`src/rtl/core/pfa_pkg.sv`:
```
`timescale 1ns / 1ps
package pfa_pkg;
  localparam int NumFrames = 64;
  localparam int MaxProcs = 16;
  localparam int FrameW = $clog2(NumFrames);
  localparam int CountW = $clog2(NumFrames + 1);
  localparam int SlotW = $clog2(MaxProcs);
  localparam int MemW = 24;
  localparam int FsW = 16;
  localparam int IdW = 16;
  localparam int WasteW = 20;
  localparam int CfgIdxW = 1;
  localparam logic [CfgIdxW-1:0] RegTotalMemory = 1'b0;
  localparam logic [CfgIdxW-1:0] RegFrameSize = 1'b1;

  localparam int ResetTotalMemory = 1024;
  localparam int ResetFrameSize = 64;
  localparam int ResetFrames = (ResetTotalMemory / ResetFrameSize > NumFrames)
                               ? NumFrames : ResetTotalMemory / ResetFrameSize;

  typedef enum logic [1:0] {
    StOk = 2'd0,
    StNoFrames = 2'd1,
    StNotFound = 2'd2,
    StTableFull = 2'd3
  } status_e;

  localparam logic CmdInsert = 1'b0;
  localparam logic CmdDelete = 1'b1;

  // Controller to datapath.
  typedef struct packed {
    logic load;      // latch the command
    logic init;      // start re-init (frame count division)
    logic div_start; // start ceil division of size
    logic scan_clr;  // reset frame scan pointer
    logic scan_step; // advance frame scan
    logic slot_step; // advance slot scan
    logic commit_ins;
    logic commit_del;
    logic clr_map;   // clear map and table
  } pfa_cmd_t;

  // Datapath to controller.
  typedef struct packed {
    logic div_done;
    logic slot_done;    // slot scan at end
    logic slot_hit;     // current slot matches
    logic fits;         // need <= free, and not oversized
    logic need_zero;
    logic scan_end;     // frame scan finished
    logic scan_free;    // current frame free
    logic alloc_last;   // this claim finishes need
    logic is_delete;
  } pfa_sts_t;
endpackage

```
`src/rtl/core/paged_frame_allocator_unit.sv`:
```
`timescale 1ns / 1ps
// Paged frame allocator. A command is taken when start_i is high and busy_o low, and
// start_i wins over a configuration write offered in the same cycle. Results come out
// one per cycle on result_valid_o and cannot be stalled, so the receiver must take
// every one. An insert runs the slot scan, the ceiling division (one quotient bit per
// cycle) and the fit check, then examines frames in order up to the frame count, at
// most 64: a frame result leaves on each free frame claimed. A delete runs the slot
// scan, then frees all of its frames at once. A configuration write re-initializes
// everything and keeps busy_o high while the frame count is divided out.
module paged_frame_allocator_unit (
  input  logic        clk_i,
  input  logic        rst_ni,
  input  logic        start_i,
  output logic        busy_o,
  input  logic        cmd_i,
  input  logic [15:0] proc_id_i,
  input  logic [23:0] proc_size_i,
  input  logic        cfg_valid_i,
  output logic        cfg_ready_o,
  input  logic [pfa_pkg::CfgIdxW-1:0] cfg_index_i,
  input  logic [31:0] cfg_data_i,
  output logic        result_valid_o,
  output logic [1:0]  status_o,
  output logic        frame_valid_o,
  output logic [5:0]  frame_o,
  output logic        last_o,
  output logic [6:0]  free_frames_o,
  output logic [19:0] total_fragmentation_o
);
  pfa_pkg::pfa_cmd_t cmd;
  pfa_pkg::pfa_sts_t sts;
  pfa_pkg::status_e st;
  logic [23:0] tmem_q;
  logic [15:0] fsize_q;
  logic cfg_wr, found, fv;
  logic [5:0] frame;
  logic [6:0] free;
  logic [19:0] waste;

  // hold off configuration while a command is offered
  assign cfg_ready_o = !busy_o && !start_i;
  assign cfg_wr = cfg_valid_i && cfg_ready_o;

  always_ff @(posedge clk_i or negedge rst_ni) begin
    if (!rst_ni) begin
      tmem_q <= 24'(pfa_pkg::ResetTotalMemory);
      fsize_q <= 16'(pfa_pkg::ResetFrameSize);
    end else if (cfg_wr) begin
      if (cfg_index_i == pfa_pkg::RegTotalMemory) tmem_q <= cfg_data_i[23:0];
      else fsize_q <= cfg_data_i[15:0];
    end
  end

  pfa_ctrl u_ctrl (
    .clk_i, .rst_ni,
    .start_i(start_i),
    .cfg_wr_i(cfg_wr),
    .found_i(found),
    .sts_i(sts),
    .cmd_o(cmd),
    .busy_o,
    .strobe_o(result_valid_o),
    .status_o(st),
    .fvalid_o(fv),
    .last_o
  );

  pfa_datapath u_dp (
    .clk_i, .rst_ni,
    .cmd_i(cmd), .sts_o(sts),
    .cmd_in_i(cmd_i), .proc_id_i, .proc_size_i,
    .total_memory_i(tmem_q), .frame_size_i(fsize_q),
    .frame_o(frame), .free_o(free), .waste_o(waste),
    .slot_found_o(found)
  );

  // Frame number of the claim registered alongside the strobe.
  logic [5:0] frame_q;
  always_ff @(posedge clk_i) frame_q <= frame;

  assign status_o = st;
  assign frame_valid_o = fv;
  assign frame_o = fv ? frame_q : 6'd0;
  assign free_frames_o = free;
  assign total_fragmentation_o = waste;
endmodule

```
`src/rtl/core/pfa_divider.sv`:
```
`timescale 1ns / 1ps
// Restoring divider, one quotient bit per cycle, 24-bit dividend by 16-bit divisor.
module pfa_divider (
  input  logic                    clk_i,
  input  logic                    rst_ni,
  input  logic                    start_i,
  input  logic [pfa_pkg::MemW-1:0] dividend_i,
  input  logic [pfa_pkg::FsW-1:0]  divisor_i,
  output logic                    done_o,
  output logic [pfa_pkg::MemW-1:0] quot_o,
  output logic [pfa_pkg::FsW-1:0]  rem_o
);
  logic [pfa_pkg::MemW-1:0] q_q, q_d;
  logic [pfa_pkg::FsW:0] r_q, r_d;
  logic [pfa_pkg::FsW-1:0] dv_q;
  logic [4:0] cnt_q;
  logic busy_q;
  logic [pfa_pkg::FsW:0] trial;

  always_comb begin
    trial = {r_q[pfa_pkg::FsW-1:0], q_q[pfa_pkg::MemW-1]};
    q_d = {q_q[pfa_pkg::MemW-2:0], 1'b0};
    r_d = trial;
    if (trial >= {1'b0, dv_q}) begin
      r_d = trial - {1'b0, dv_q};
      q_d[0] = 1'b1;
    end
  end

  always_ff @(posedge clk_i or negedge rst_ni) begin
    if (!rst_ni) begin
      busy_q <= 1'b0;
      cnt_q <= '0;
      done_o <= 1'b0;
    end else begin
      done_o <= 1'b0;
      if (start_i) begin
        busy_q <= 1'b1;
        cnt_q <= 5'(pfa_pkg::MemW);
      end else if (busy_q) begin
        cnt_q <= cnt_q - 5'd1;
        if (cnt_q == 5'd1) begin
          busy_q <= 1'b0;
          done_o <= 1'b1;
        end
      end
    end
  end

  always_ff @(posedge clk_i) begin
    if (start_i) begin
      q_q <= dividend_i;
      r_q <= '0;
      dv_q <= divisor_i;
    end else if (busy_q) begin
      q_q <= q_d;
      r_q <= r_d;
    end
  end

  assign quot_o = q_q;
  assign rem_o = r_q[pfa_pkg::FsW-1:0];
endmodule

```
`src/rtl/core/pfa_datapath.sv`:
```
`timescale 1ns / 1ps
module pfa_datapath (
  input  logic                       clk_i,
  input  logic                       rst_ni,
  input  pfa_pkg::pfa_cmd_t          cmd_i,
  output pfa_pkg::pfa_sts_t          sts_o,
  input  logic                       cmd_in_i,
  input  logic [pfa_pkg::IdW-1:0]    proc_id_i,
  input  logic [pfa_pkg::MemW-1:0]   proc_size_i,
  input  logic [pfa_pkg::MemW-1:0]   total_memory_i,
  input  logic [pfa_pkg::FsW-1:0]    frame_size_i,
  output logic [pfa_pkg::FrameW-1:0] frame_o,
  output logic [pfa_pkg::CountW-1:0] free_o,
  output logic [pfa_pkg::WasteW-1:0] waste_o,
  output logic                       slot_found_o
);
  localparam int NF = pfa_pkg::NumFrames;
  localparam int MP = pfa_pkg::MaxProcs;

  // Frame map: one in-use bit per frame, and per slot the set of frames it owns.
  logic [NF-1:0] used_q;
  logic [NF-1:0] smap_q [MP];
  logic [MP-1:0] valid_q;
  logic [pfa_pkg::IdW-1:0] sid_q [MP];
  logic [pfa_pkg::CountW-1:0] sfr_q [MP];
  logic [pfa_pkg::FsW-1:0] swaste_q [MP];

  logic del_q;
  logic [pfa_pkg::IdW-1:0] id_q;
  logic [pfa_pkg::MemW-1:0] size_q;
  logic [pfa_pkg::SlotW:0] slot_q;
  logic [pfa_pkg::SlotW-1:0] tgt_q;
  logic found_q;
  logic [pfa_pkg::CountW-1:0] ftotal_q, free_q, need_q, n_q;
  logic [pfa_pkg::WasteW-1:0] wtot_q;
  logic [pfa_pkg::FsW-1:0] waste_q;
  logic huge_q;
  logic [pfa_pkg::CountW:0] k_q;
  logic init_q;

  logic div_start, div_done;
  logic [pfa_pkg::MemW-1:0] quot;
  logic [pfa_pkg::FsW-1:0] rem;
  logic [pfa_pkg::SlotW-1:0] slot_idx;
  logic [pfa_pkg::FrameW-1:0] k_idx;

  assign div_start = cmd_i.div_start | cmd_i.init;
  pfa_divider u_div (
    .clk_i, .rst_ni,
    .start_i   (div_start),
    .dividend_i(cmd_i.init ? total_memory_i : size_q),
    .divisor_i (frame_size_i),
    .done_o    (div_done),
    .quot_o    (quot),
    .rem_o     (rem)
  );

  assign slot_idx = slot_q[pfa_pkg::SlotW-1:0];
  assign k_idx = k_q[pfa_pkg::FrameW-1:0];

  always_comb begin
    sts_o = '0;
    sts_o.div_done = div_done;
    sts_o.slot_done = slot_q[pfa_pkg::SlotW];
    sts_o.slot_hit = del_q ? (valid_q[slot_idx] && sid_q[slot_idx] == id_q)
                           : !valid_q[slot_idx];
    sts_o.fits = !huge_q && need_q <= free_q;
    sts_o.need_zero = need_q == '0;
    // a delete frees all its frames at once, so it has no scan
    sts_o.scan_end = del_q ? 1'b1 : (k_q >= {1'b0, ftotal_q});
    sts_o.scan_free = !used_q[k_idx];
    sts_o.alloc_last = n_q + 1'b1 == need_q;
    sts_o.is_delete = del_q;
  end

  assign frame_o = k_idx;
  assign free_o = free_q;
  assign waste_o = wtot_q;
  assign slot_found_o = found_q;

  always_ff @(posedge clk_i or negedge rst_ni) begin
    if (!rst_ni) begin
      valid_q <= '0;
      used_q <= '0;
      ftotal_q <= pfa_pkg::CountW'(pfa_pkg::ResetFrames);
      free_q <= pfa_pkg::CountW'(pfa_pkg::ResetFrames);
      wtot_q <= '0;
      init_q <= 1'b0;
      slot_q <= '0;
      tgt_q <= '0;
      found_q <= 1'b0;
      k_q <= '0;
      n_q <= '0;
    end else begin
      if (cmd_i.clr_map) begin
        valid_q <= '0;
        used_q <= '0;
        wtot_q <= '0;
        init_q <= 1'b1;
      end
      if (init_q && div_done) begin
        init_q <= 1'b0;
        if (frame_size_i == '0) begin
          ftotal_q <= '0; free_q <= '0;
        end else if (quot > pfa_pkg::MemW'(NF)) begin
          ftotal_q <= pfa_pkg::CountW'(NF); free_q <= pfa_pkg::CountW'(NF);
        end else begin
          ftotal_q <= quot[pfa_pkg::CountW-1:0];
          free_q <= quot[pfa_pkg::CountW-1:0];
        end
      end
      if (cmd_i.load) begin
        slot_q <= '0;
        found_q <= 1'b0;
      end else if (cmd_i.slot_step) begin
        if (sts_o.slot_hit && !found_q) begin
          found_q <= 1'b1;
          tgt_q <= slot_idx;
          slot_q <= (pfa_pkg::SlotW+1)'(MP);
        end else begin
          slot_q <= slot_q + 1'b1;
        end
      end
      if (cmd_i.scan_clr) begin
        k_q <= '0;
        n_q <= '0;
      end else if (cmd_i.scan_step) begin
        k_q <= k_q + 1'b1;
        if (sts_o.scan_free) begin
          used_q[k_idx] <= 1'b1;
          n_q <= n_q + 1'b1;
        end
      end
      if (cmd_i.commit_ins) begin
        valid_q[tgt_q] <= 1'b1;
        free_q <= free_q - need_q;
        wtot_q <= wtot_q + pfa_pkg::WasteW'(waste_q);
      end
      if (cmd_i.commit_del) begin
        valid_q[tgt_q] <= 1'b0;
        used_q <= used_q & ~smap_q[tgt_q];
        free_q <= free_q + sfr_q[tgt_q];
        wtot_q <= wtot_q - pfa_pkg::WasteW'(swaste_q[tgt_q]);
      end
    end
  end

  // Latched command and ceil division result, kept until commit.
  always_ff @(posedge clk_i) begin
    if (cmd_i.load) begin
      del_q <= cmd_in_i == pfa_pkg::CmdDelete;
      id_q <= proc_id_i;
      size_q <= proc_size_i;
    end
    if (div_done && !init_q) begin
      if (frame_size_i == '0) begin
        need_q <= '0;
        huge_q <= size_q != '0;
        waste_q <= '0;
      end else begin
        huge_q <= (quot + ((rem != '0) ? 1'b1 : 1'b0)) > pfa_pkg::MemW'(NF);
        need_q <= pfa_pkg::CountW'(quot + ((rem != '0) ? 1'b1 : 1'b0));
        waste_q <= (rem != '0) ? frame_size_i - rem : '0;
      end
    end
    if (cmd_i.commit_ins) begin
      sid_q[tgt_q] <= id_q;
      sfr_q[tgt_q] <= need_q;
      swaste_q[tgt_q] <= waste_q;
      smap_q[tgt_q] <= '0;
    end else if (cmd_i.scan_step && sts_o.scan_free) begin
      smap_q[tgt_q][k_idx] <= 1'b1;
    end
  end
endmodule

```
`src/rtl/core/pfa_ctrl.sv`:
```
`timescale 1ns / 1ps
module pfa_ctrl (
  input  logic              clk_i,
  input  logic              rst_ni,
  input  logic              start_i,
  input  logic              cfg_wr_i,
  input  logic              found_i,
  input  pfa_pkg::pfa_sts_t sts_i,
  output pfa_pkg::pfa_cmd_t cmd_o,
  output logic              busy_o,
  output logic              strobe_o,
  output pfa_pkg::status_e  status_o,
  output logic              fvalid_o,
  output logic              last_o
);
  typedef enum logic [2:0] {
    SIdle, SInit, SSlot, SDiv, SFit, SScan, SDel, SDone
  } state_e;
  state_e state_q;
  logic busy_q;

  always_comb begin
    cmd_o = '0;
    cmd_o.load = start_i && !busy_q;
    cmd_o.clr_map = cfg_wr_i;
    cmd_o.init = state_q == SInit;
    cmd_o.slot_step = state_q == SSlot && !sts_i.slot_done;
    cmd_o.div_start = state_q == SSlot && sts_i.slot_done && found_i && !sts_i.is_delete;
    cmd_o.scan_clr = state_q == SDiv || (state_q == SSlot && sts_i.slot_done);
    cmd_o.scan_step = (state_q == SScan || state_q == SDel) && !sts_i.scan_end;
    cmd_o.commit_ins = state_q == SFit && sts_i.fits;
    cmd_o.commit_del = state_q == SDel && sts_i.scan_end;
  end

  assign busy_o = busy_q;

  always_ff @(posedge clk_i or negedge rst_ni) begin
    if (!rst_ni) begin
      state_q <= SIdle;
      busy_q <= 1'b0;
      strobe_o <= 1'b0;
      status_o <= pfa_pkg::StOk;
      fvalid_o <= 1'b0;
      last_o <= 1'b0;
    end else begin
      strobe_o <= 1'b0;
      fvalid_o <= 1'b0;
      last_o <= 1'b0;
      status_o <= pfa_pkg::StOk;
      case (state_q)
        SIdle: begin
          if (cfg_wr_i) begin
            state_q <= SInit;
            busy_q <= 1'b1;
          end else if (start_i) begin
            state_q <= SSlot;
            busy_q <= 1'b1;
          end
        end
        SInit: state_q <= SDone;
        SDone: begin
          // wait for frame count division
          if (sts_i.div_done) begin
            state_q <= SIdle;
            busy_q <= 1'b0;
          end
        end
        SSlot: begin
          if (sts_i.slot_done) begin
            if (!found_i) begin
              strobe_o <= 1'b1;
              last_o <= 1'b1;
              status_o <= sts_i.is_delete ? pfa_pkg::StNotFound : pfa_pkg::StTableFull;
              state_q <= SIdle;
              busy_q <= 1'b0;
            end else if (sts_i.is_delete) begin
              state_q <= SDel;
            end else begin
              state_q <= SDiv;
            end
          end
        end
        // frame need is registered at the end of the division
        SDiv: begin
          if (sts_i.div_done) state_q <= SFit;
        end
        SFit: begin
          if (!sts_i.fits || sts_i.need_zero) begin
            strobe_o <= 1'b1;
            last_o <= 1'b1;
            status_o <= sts_i.fits ? pfa_pkg::StOk : pfa_pkg::StNoFrames;
            state_q <= SIdle;
            busy_q <= 1'b0;
          end else begin
            state_q <= SScan;
          end
        end
        SScan: begin
          if (sts_i.scan_end) begin
            state_q <= SIdle;
            busy_q <= 1'b0;
          end else if (sts_i.scan_free) begin
            strobe_o <= 1'b1;
            fvalid_o <= 1'b1;
            last_o <= sts_i.alloc_last;
            if (sts_i.alloc_last) begin
              state_q <= SIdle;
              busy_q <= 1'b0;
            end
          end
        end
        SDel: begin
          if (sts_i.scan_end) begin
            strobe_o <= 1'b1;
            last_o <= 1'b1;
            state_q <= SIdle;
            busy_q <= 1'b0;
          end
        end
        default: state_q <= SIdle;
      endcase
    end
  end

  assert property (@(posedge clk_i) disable iff (!rst_ni) strobe_o && !fvalid_o |-> last_o)
    else $error("non-frame result must be last");
  assert property (@(posedge clk_i) disable iff (!rst_ni) state_q != SIdle |-> busy_q)
    else $error("busy low while working");
  assert property (@(posedge clk_i) disable iff (!rst_ni) cmd_o.commit_ins |-> !cmd_o.commit_del)
    else $error("double commit");
endmodule
```
`config.mk`:
```
export PLATFORM = sky130hd
export DESIGN_NAME = paged_frame_allocator_unit
export DESIGN_NICKNAME = d
export VERILOG_FILES = /design/src/rtl/core/pfa_pkg.sv /design/src/rtl/core/paged_frame_allocator_unit.sv /design/src/rtl/core/pfa_divider.sv /design/src/rtl/core/pfa_datapath.sv /design/src/rtl/core/pfa_ctrl.sv
export SDC_FILE = /design/constraint.sdc
export NUM_CORES = 2
export LEC_CHECK = 0
export BUFFER_PORTS_ARGS = -buffer_cell sky130_fd_sc_hd__buf_2
export CORE_ASPECT_RATIO = 1.5
export CORE_MARGIN = 10
export CORE_UTILIZATION = 50
export DETAILED_ROUTE_END_ITERATION = 6
export PLACE_DENSITY = 0.66
export SLEW_MARGIN = 15
export SYNTH_ARGS = -nofsm -noshare
export SYNTH_HDL_FRONTEND = slang
export SYNTH_HIERARCHICAL = 1
export SYNTH_SLANG_ARGS = --single-unit
```
`constraint.sdc`:
```
create_clock -name clk_i -period 6.8 [get_ports clk_i]
set_clock_uncertainty 0.15 [all_clocks]
set_input_delay 0.68 -clock clk_i [delete_from_list [all_inputs] [get_ports clk_i]]
set_output_delay 0.68 -clock clk_i [all_outputs]
set_load 0.005 [all_outputs]
```
Word-level counts from Yosys, hierarchy flattened:

Memory sizes are Yosys's and may differ from the RTL's.
Cells that the tools add are included.

* flip-flop bits (word level): 323
* memory bits (writable): 1648
* input bits: 78
* output and inout port bits: 40
* word-level logic and storage cells: 369
* memories: 4

Memory list
* u_dp.smap_q: depth 16, bits a word 64, read ports 1, clocked after Yosys merged registers in 0, wr ports 1, line pfa_datapath.sv:22 `logic [NF-1:0] smap_q [MP];`
* u_dp.sid_q: depth 16, bits a word 16, read ports 1, clocked after Yosys merged registers in 0, wr ports 1, line pfa_datapath.sv:24 `logic [pfa_pkg::IdW-1:0] sid_q [MP];`
* u_dp.swaste_q: depth 16, bits a word 16, read ports 1, clocked after Yosys merged registers in 0, wr ports 1, line pfa_datapath.sv:26 `logic [pfa_pkg::FsW-1:0] swaste_q [MP];`
* u_dp.sfr_q: depth 16, bits a word 7, read ports 1, clocked after Yosys merged registers in 0, wr ports 1, line pfa_datapath.sv:25 `logic [pfa_pkg::CountW-1:0] sfr_q [MP];`

* add/sub/neg operators: 11
* $lt $le $gt $ge: 10
* eq/ne operators: 20
* multiplexer cells: 165
* bitwise logic cells: 74
* reductions and logical operators: 53

Operator list (number)
* 2-to-1 mux 64 bit: 6
* 2-to-1 mux 1 bit: 109
* 2-to-1 mux 24 bit: 3
* OR 1 bit: 65
* AND 64 bit: 1
* 2-to-1 mux 16 bit: 4
* NOT 64 bit: 1
* OR 64 bit: 1
* 2-to-1 mux 20 bit: 3
* 2-to-1 mux 7 bit: 8
* > comparator 24 x 7 -> 1 bit (second input constant): 2
* 2-to-1 mux 3 bit: 12
* subtractor 16 bit: 2
* 2-to-1 mux 5 bit: 5
* adder 24 bit: 1
* one-hot mux 3 bit (8 select lines): 1
* nonzero test 24 bit: 1
* adder 20 x 16 -> 20 bit: 1
* subtractor 20 x 16 -> 20 bit: 1
* logical AND 1 bit: 18
* greater-or-equal comparator 17 x 16 -> 1 bit: 1
* AND 16 bit: 1
* == test 16 bit: 1
* zero test 16 bit: 1
* other kinds (47): 84

Depth between registers and ports, before layout:

* depth in word-level cells: 9
* gate-level depth with buffers: 23
* depth with buffers taken out: 18

Hierarchy:

The synthesis kept the hierarchy.

Modules (own cells, without submodules)
* pfa_datapath: instances 1, cells each 5276, area an instance 82336.5 um2, sequential area each 54945.2 um2
* pfa_divider: instances 1, cells each 300, area an instance 3439.5 um2, sequential area each 1696.6 um2
* paged_frame_allocator_unit: instances 1, cells each 100, area an instance 1694.1 um2, sequential area each 1123.6 um2
* pfa_ctrl: instances 1, cells each 71, area an instance 614.3 um2, sequential area each 225.2 um2

Worst setup path before layout:

Ideal clock, no wire load.

* path type: register -> register
* start point: reg u_dp/tgt_q[0] in the netlist's numbering
* end point: reg u_dp.wtot_q (netlist bit u_dp/waste_o[19])
* setup time: 0.087 ns
* arrival time: 5.300 ns
* required time: 6.563 ns
* path slack: 1.263 ns
* stages on the path, launching flop included: 18
* path buffers: 4
* clock period less this slack: 5.537 ns
* cells stage by stage: dfrtp_1 > clkbuf_1 > clkbuf_1 > clkbuf_1 > buf_1 > mux4_2 > mux4_2 > inv_1 > ha_1 > or2_2 > o31ai_1 > a211oi_1 > or3_1 > and3_1 > or2_2 > o41ai_1 > mux2_2 > o211ai_1

* cells in the longest elaborated chain, start to end: 3

Ends and longest elaborated chain
* start, declared: line pfa_datapath.sv:32 `logic [pfa_pkg::SlotW-1:0] tgt_q;`
* start signal, assigned: line pfa_datapath.sv:118 `tgt_q <= slot_idx;`
* memory read (16 x 16 bit)
* subtractor 20 x 16 -> 20 bit: line pfa_datapath.sv:143 `wtot_q <= wtot_q - pfa_pkg::WasteW'(swaste_q[tgt_q]);`
* 2-to-1 mux 20 bit: line pfa_datapath.sv:139 `if (cmd_i.commit_del) begin`
* end signal, assigned: line pfa_datapath.sv:137 `wtot_q <= wtot_q + pfa_pkg::WasteW'(waste_q);`
* end signal, assigned: line pfa_datapath.sv:143
* end, declared: line pfa_datapath.sv:35 `logic [pfa_pkg::WasteW-1:0] wtot_q;`

No other way between the ends.
A chain may end at the register's enable or synchronous reset.

==> results summary <==
The run finished, with violations left. The final reports fail on design-rule violations. The power density relative to cell area came out at 354 mW/mm^2. Input and output buffers added on the ports amount to 109. The worst flop-to-flop path startpoint is u_dp/k_q[0].

Timing analysis after detailed placement gives a worst setup slack of 0.446 ns. The worst setup path is captured at a flip-flop. The critical path starts at u_dp/k_q[0]. The iteration-0 DRC count of the detailed router is 6435. The post-route DRC violation count came out at 22. The final count of negative-setup-slack endpoints came out at 0. After detailed routing, the number of vias per cell comes to 6.66. The via count of the first global-routing pass came out at 54900.

The maximum resistive drop on vdd came out at 0.000302 V. The initial utilization of the core area, before any placement, comes to 0.503. The maximum achievable frequency came out at 156 MHz. After synthesis the cells add up to 0.0881 sq mm. The area enclosed by the die boundary came out at 0.194 sq mm. The overall die height is 534 um.

The top cell types in the final layout, fill and taps aside, are 1753 x sky130_fd_sc_hd__edfxtp_1, 1082 x sky130_fd_sc_hd__o21ai_0, 488 x sky130_fd_sc_hd__mux4_2, 291 x sky130_fd_sc_hd__nand2_1, 200 x sky130_fd_sc_hd__nor2_1. The global-route wire length before repair came out at 371000 um. The number of antenna violations at the first check in global routing came out at 4. The CTS tree is done. The proportion of power drawn by combinational gates is 0.280. The total internal power came out at 0.0236 W. The number of top-level pins is 118. Measured along the x axis, the die boundary spans 363 um.

The number of different library cells in the post-synthesis netlist is 98. The share of async-settable or async-resettable flops after synthesis came out at 0.0994. In the finished design, the share of the clock period the worst path needs comes to 0.944. The clock transition at the registers of the reported paths came out at 0.06 ns. The area of the core region is 0.175 sq mm.

Across every metal layer, demand over resource in global routing totals 0.262. Of the total power, the share spent switching nets is 0.313. The aggregate negative setup slack is 0 ns. The slew at the pin closest to its max-slew limit came out at 1.30 ns.

The root buffer cell chosen for the clock tree is sky130_fd_sc_hd__clkbuf_16. The count of max-cap constraint violations came out at 0. Of the cells placed in the final design, the portion with a size suffix greater than 1 is 0.205. The number of endpoints with negative hold slack in the final report came out at 0.

The warning count from the yosys run came out at 6. In this run the power spent charging and discharging nets is 0.0108 W. The average cell area after synthesis came out at 15.3 sq um.

The library cell used most frequently in the layout, excluding fill and tap cells, is sky130_fd_sc_hd__edfxtp_1. The final-stage net count came out at 5951. The maximum number of pins on one net before global-route repair came out at 141. After synthesis the netlist holds a flip-flop and latch count of 1971.

The largest fanout of any net on the critical path came out at 76. The area after detailed placement came out at 0.0909 sq mm. The relative slew slack came out at 0.130. The finished cells cover 0.0973 sq mm.

Detailed placement finished with a half-perimeter wire length of 150000 um. After global routing the overflow that remains totals 0. Setup repair after global routing could not meet its margin everywhere.

The synthesis-to-layout area growth is 10.4%. The type of the worst setup path is reg -> reg. The static power due to leakage came out at 32.9 nW.

The congestion estimate from routability-driven global placement came to 0.851. The relative contribution of the clock network to total power is 0.290. The sequential fraction of design power is 0.430. The post-synthesis cell count came out at 5747. The routed length per placed instance came out at 31.4 um. The setup slack after layout came out at 0.378 ns. The total vias in the final route came out at 54600. The count of flip-flops with a built-in enable after synthesis came out at 1753. The number of detailed-route iterations in the first pass came out at 7. Among all flip-flop cells after synthesis, the most frequent one is sky130_fd_sc_hd__edfxtp_1. The shortest period the worst path allows came out at 6.42 ns. The final layout contains routed wiring with a total length of 258000 um. The number of nets handed over by synthesis was 5921. The initialized floorplan defines 188 standard-cell rows.

The maximum clock insertion buffer count is 3. The insertion delay of the later-clocked pin in the worst-skew pair is 0.83 ns. The worst hold path belongs to the class in -> reg.

Data on the critical path is required at its endpoint by 7.15 ns. The total power of the final layout is 0.0344 W. In this run the remaining antenna-violating nets after routing total 0. The total count of max-transition violations in the final report came out at 0. The TritonCTS sink count came out at 1971.

The startpoint identified for the worst hold timing path is start_i. The number of levels the H-tree was split into came out at 4. Of the synthesized area, sequential elements account for 0.658.

Counting the buffers created by CTS gives 177. Data arrives at the worst endpoint at 6.77 ns. The startpoint type of the worst setup path is a flip-flop.
-- power by group through the flow --
stage	logic (W)	clock network [W]	registers, W
after global placement	0.00950	0	0.0150
after detailed placement	0.00956	0	0.0150
after floorplan	0.00697	0	0.0145
after global routing	0.0103	0.0105	0.0149
after CTS	0.00965	0.0101	0.0148
final	0.00963	0.00997	0.0148
-- stage by stage --
| stage | hold WS (ns) | cells | util |
|---|---|---|---|
| global placement | 0.311 | 7812 | 0.519 |
| detailed placement | 0.314 | 7812 | 0.519 |
| global route | 0.140 | 8206 | 0.556 |
| CTS | 0.0783 | 8205 | 0.556 |
| floorplan | 0.234 | 5747 | - |
| finish | 0.139 | 8209 | 0.556 |
-- registers in the layout, indices dropped and copies added (netlist names), 6 cells and up --
| name | cells |
|---|---|
| u_dp/valid_q | 16 |
| u_dp/u_div/quot_o | 24 |
| u_dp/waste_q | 16 |
| u_dp/u_div/dv_q | 16 |
| u_dp/sfr_q | 112 |
| u_dp/free_o | 7 |
| tmem_q | 24 |
| u_dp/need_q | 7 |
| u_dp/size_q | 24 |
| u_dp/swaste_q | 256 |
| u_dp/waste_o | 20 |
| u_dp/sid_q | 256 |
| u_dp/n_q | 7 |
| u_dp/smap_q | 1024 |
| u_dp/k_q | 8 |
| u_dp/id_q | 16 |
| fsize_q | 16 |
| frame_q | 6 |
| u_dp/used_q | 64 |
| u_dp/ftotal_q | 7 |
| u_dp/u_div/r_q | 16 |
-- final cells by class --
type	count	area, sq um
antenna	4	10.0
clock buffer	242	4830
clock inverter	85	842
fill	13700	77700
inverter	118	444
multi-input combinational	3189	27800
sequential	1971	58000
tap	2280	2850
timing repair buffer	320	2440
-- critical path, stage by stage (launching register included) --
cell and delay, ns:
sky130_fd_sc_hd__dfrtp_2 0.66, sky130_fd_sc_hd__inv_2 0.24, sky130_fd_sc_hd__ha_1 0.34, sky130_fd_sc_hd__nand2b_1 0.14, sky130_fd_sc_hd__a21oi_1 0.14, sky130_fd_sc_hd__nor2b_1 0.06, sky130_fd_sc_hd__o21ai_0 0.18, sky130_fd_sc_hd__nand2b_1 0.08
sky130_fd_sc_hd__a21oi_1 0.14, sky130_fd_sc_hd__nor2b_1 0.05, sky130_fd_sc_hd__o21ai_0 0.14, sky130_fd_sc_hd__nand2_1 0.10, sky130_fd_sc_hd__nand2b_1 0.19, sky130_fd_sc_hd__a21oi_1 0.82, sky130_fd_sc_hd__nand2_2 0.41, sky130_fd_sc_hd__nor3_2 0.63
sky130_fd_sc_hd__nand2_4 0.64, sky130_fd_sc_hd__nor2_1 0.91
-- final timing paths --
kind                       depth (start not counted)  slack, ns                 end
max                                               17       0.38  u_dp/smap_q[0][33]
min                                                3       0.14   u_ctrl/state_q[1]
max reg2reg                                       17       0.38  u_dp/smap_q[0][33]
min reg2reg                                        2       0.33    u_dp/ftotal_q[5]
max in group asynchronous                          3       4.90       u_dp/tgt_q[3]
min in group asynchronous                          2       0.25         fsize_q[14]
-- cell families after synthesis --
family                   count (synthesis)  share of synthesized area
flip-flops                            1971                      0.658
XOR/XNOR                               112                     0.0111
AND/OR/NAND/NOR                        850                     0.0469
multiplexers                           675                      0.147
buffers and inverters                  587                     0.0278
adder cells (fa/ha/maj)                 96                     0.0141
AO/OA/AOI/OAI                         1456                     0.0942
-- cell usage after synthesis, types with 10 or more instances --
cell type,instances,area [sq um]
sky130_fd_sc_hd__and2_1,16,100
sky130_fd_sc_hd__dfxtp_1,22,440
sky130_fd_sc_hd__clkbuf_1,340,1280
sky130_fd_sc_hd__a211oi_1,22,165
sky130_fd_sc_hd__mux2_2,92,1040
sky130_fd_sc_hd__nor4_1,29,181
sky130_fd_sc_hd__edfxtp_1,1753,52600
sky130_fd_sc_hd__ha_1,90,1130
sky130_fd_sc_hd__buf_2,32,160
sky130_fd_sc_hd__and3_1,17,106
sky130_fd_sc_hd__xor2_1,42,368
sky130_fd_sc_hd__a31oi_1,14,87.6
sky130_fd_sc_hd__a21o_1,24,180
sky130_fd_sc_hd__nor2_1,206,773
sky130_fd_sc_hd__a32o_1,56,561
sky130_fd_sc_hd__buf_4,18,135
sky130_fd_sc_hd__dfrtp_1,192,4800
sky130_fd_sc_hd__nand3_1,49,245
sky130_fd_sc_hd__inv_1,115,432
sky130_fd_sc_hd__buf_6,18,203
sky130_fd_sc_hd__nand2_1,308,1160
sky130_fd_sc_hd__mux4_2,488,11000
sky130_fd_sc_hd__a21oi_1,84,420
sky130_fd_sc_hd__nand2_2,10,62.6
sky130_fd_sc_hd__or3_1,14,87.6
sky130_fd_sc_hd__buf_1,61,229
sky130_fd_sc_hd__o21ai_0,1082,5420
sky130_fd_sc_hd__xnor2_1,70,613
sky130_fd_sc_hd__a221oi_1,27,236
sky130_fd_sc_hd__nor3_1,52,260
sky130_fd_sc_hd__nor2b_1,23,144
sky130_fd_sc_hd__nand2b_1,45,282
sky130_fd_sc_hd__a22oi_1,31,233
sky130_fd_sc_hd__nand4_1,10,62.6
sky130_fd_sc_hd__a22o_1,13,114
sky130_fd_sc_hd__mux2i_1,88,881
-- metal layers --
metal  share of wire  track usage
met4           0.064        0.148
met5         0.00011            0
met2            0.51        0.451
met1            0.34        0.307
met3           0.089       0.0504
-- timing repair --
| action | 4_1_cts | 5_1_grt |
|---|---|---|
| setup endpoints to repair | 0 | 93 |
| hold endpoints to repair | 137 | 0 |
| gates resized for setup | 0 | 5 |
| hold buffers | 66 | 0 |
| buffers inserted | 0 | 0 |
Power figures use the tool's default switching activity.
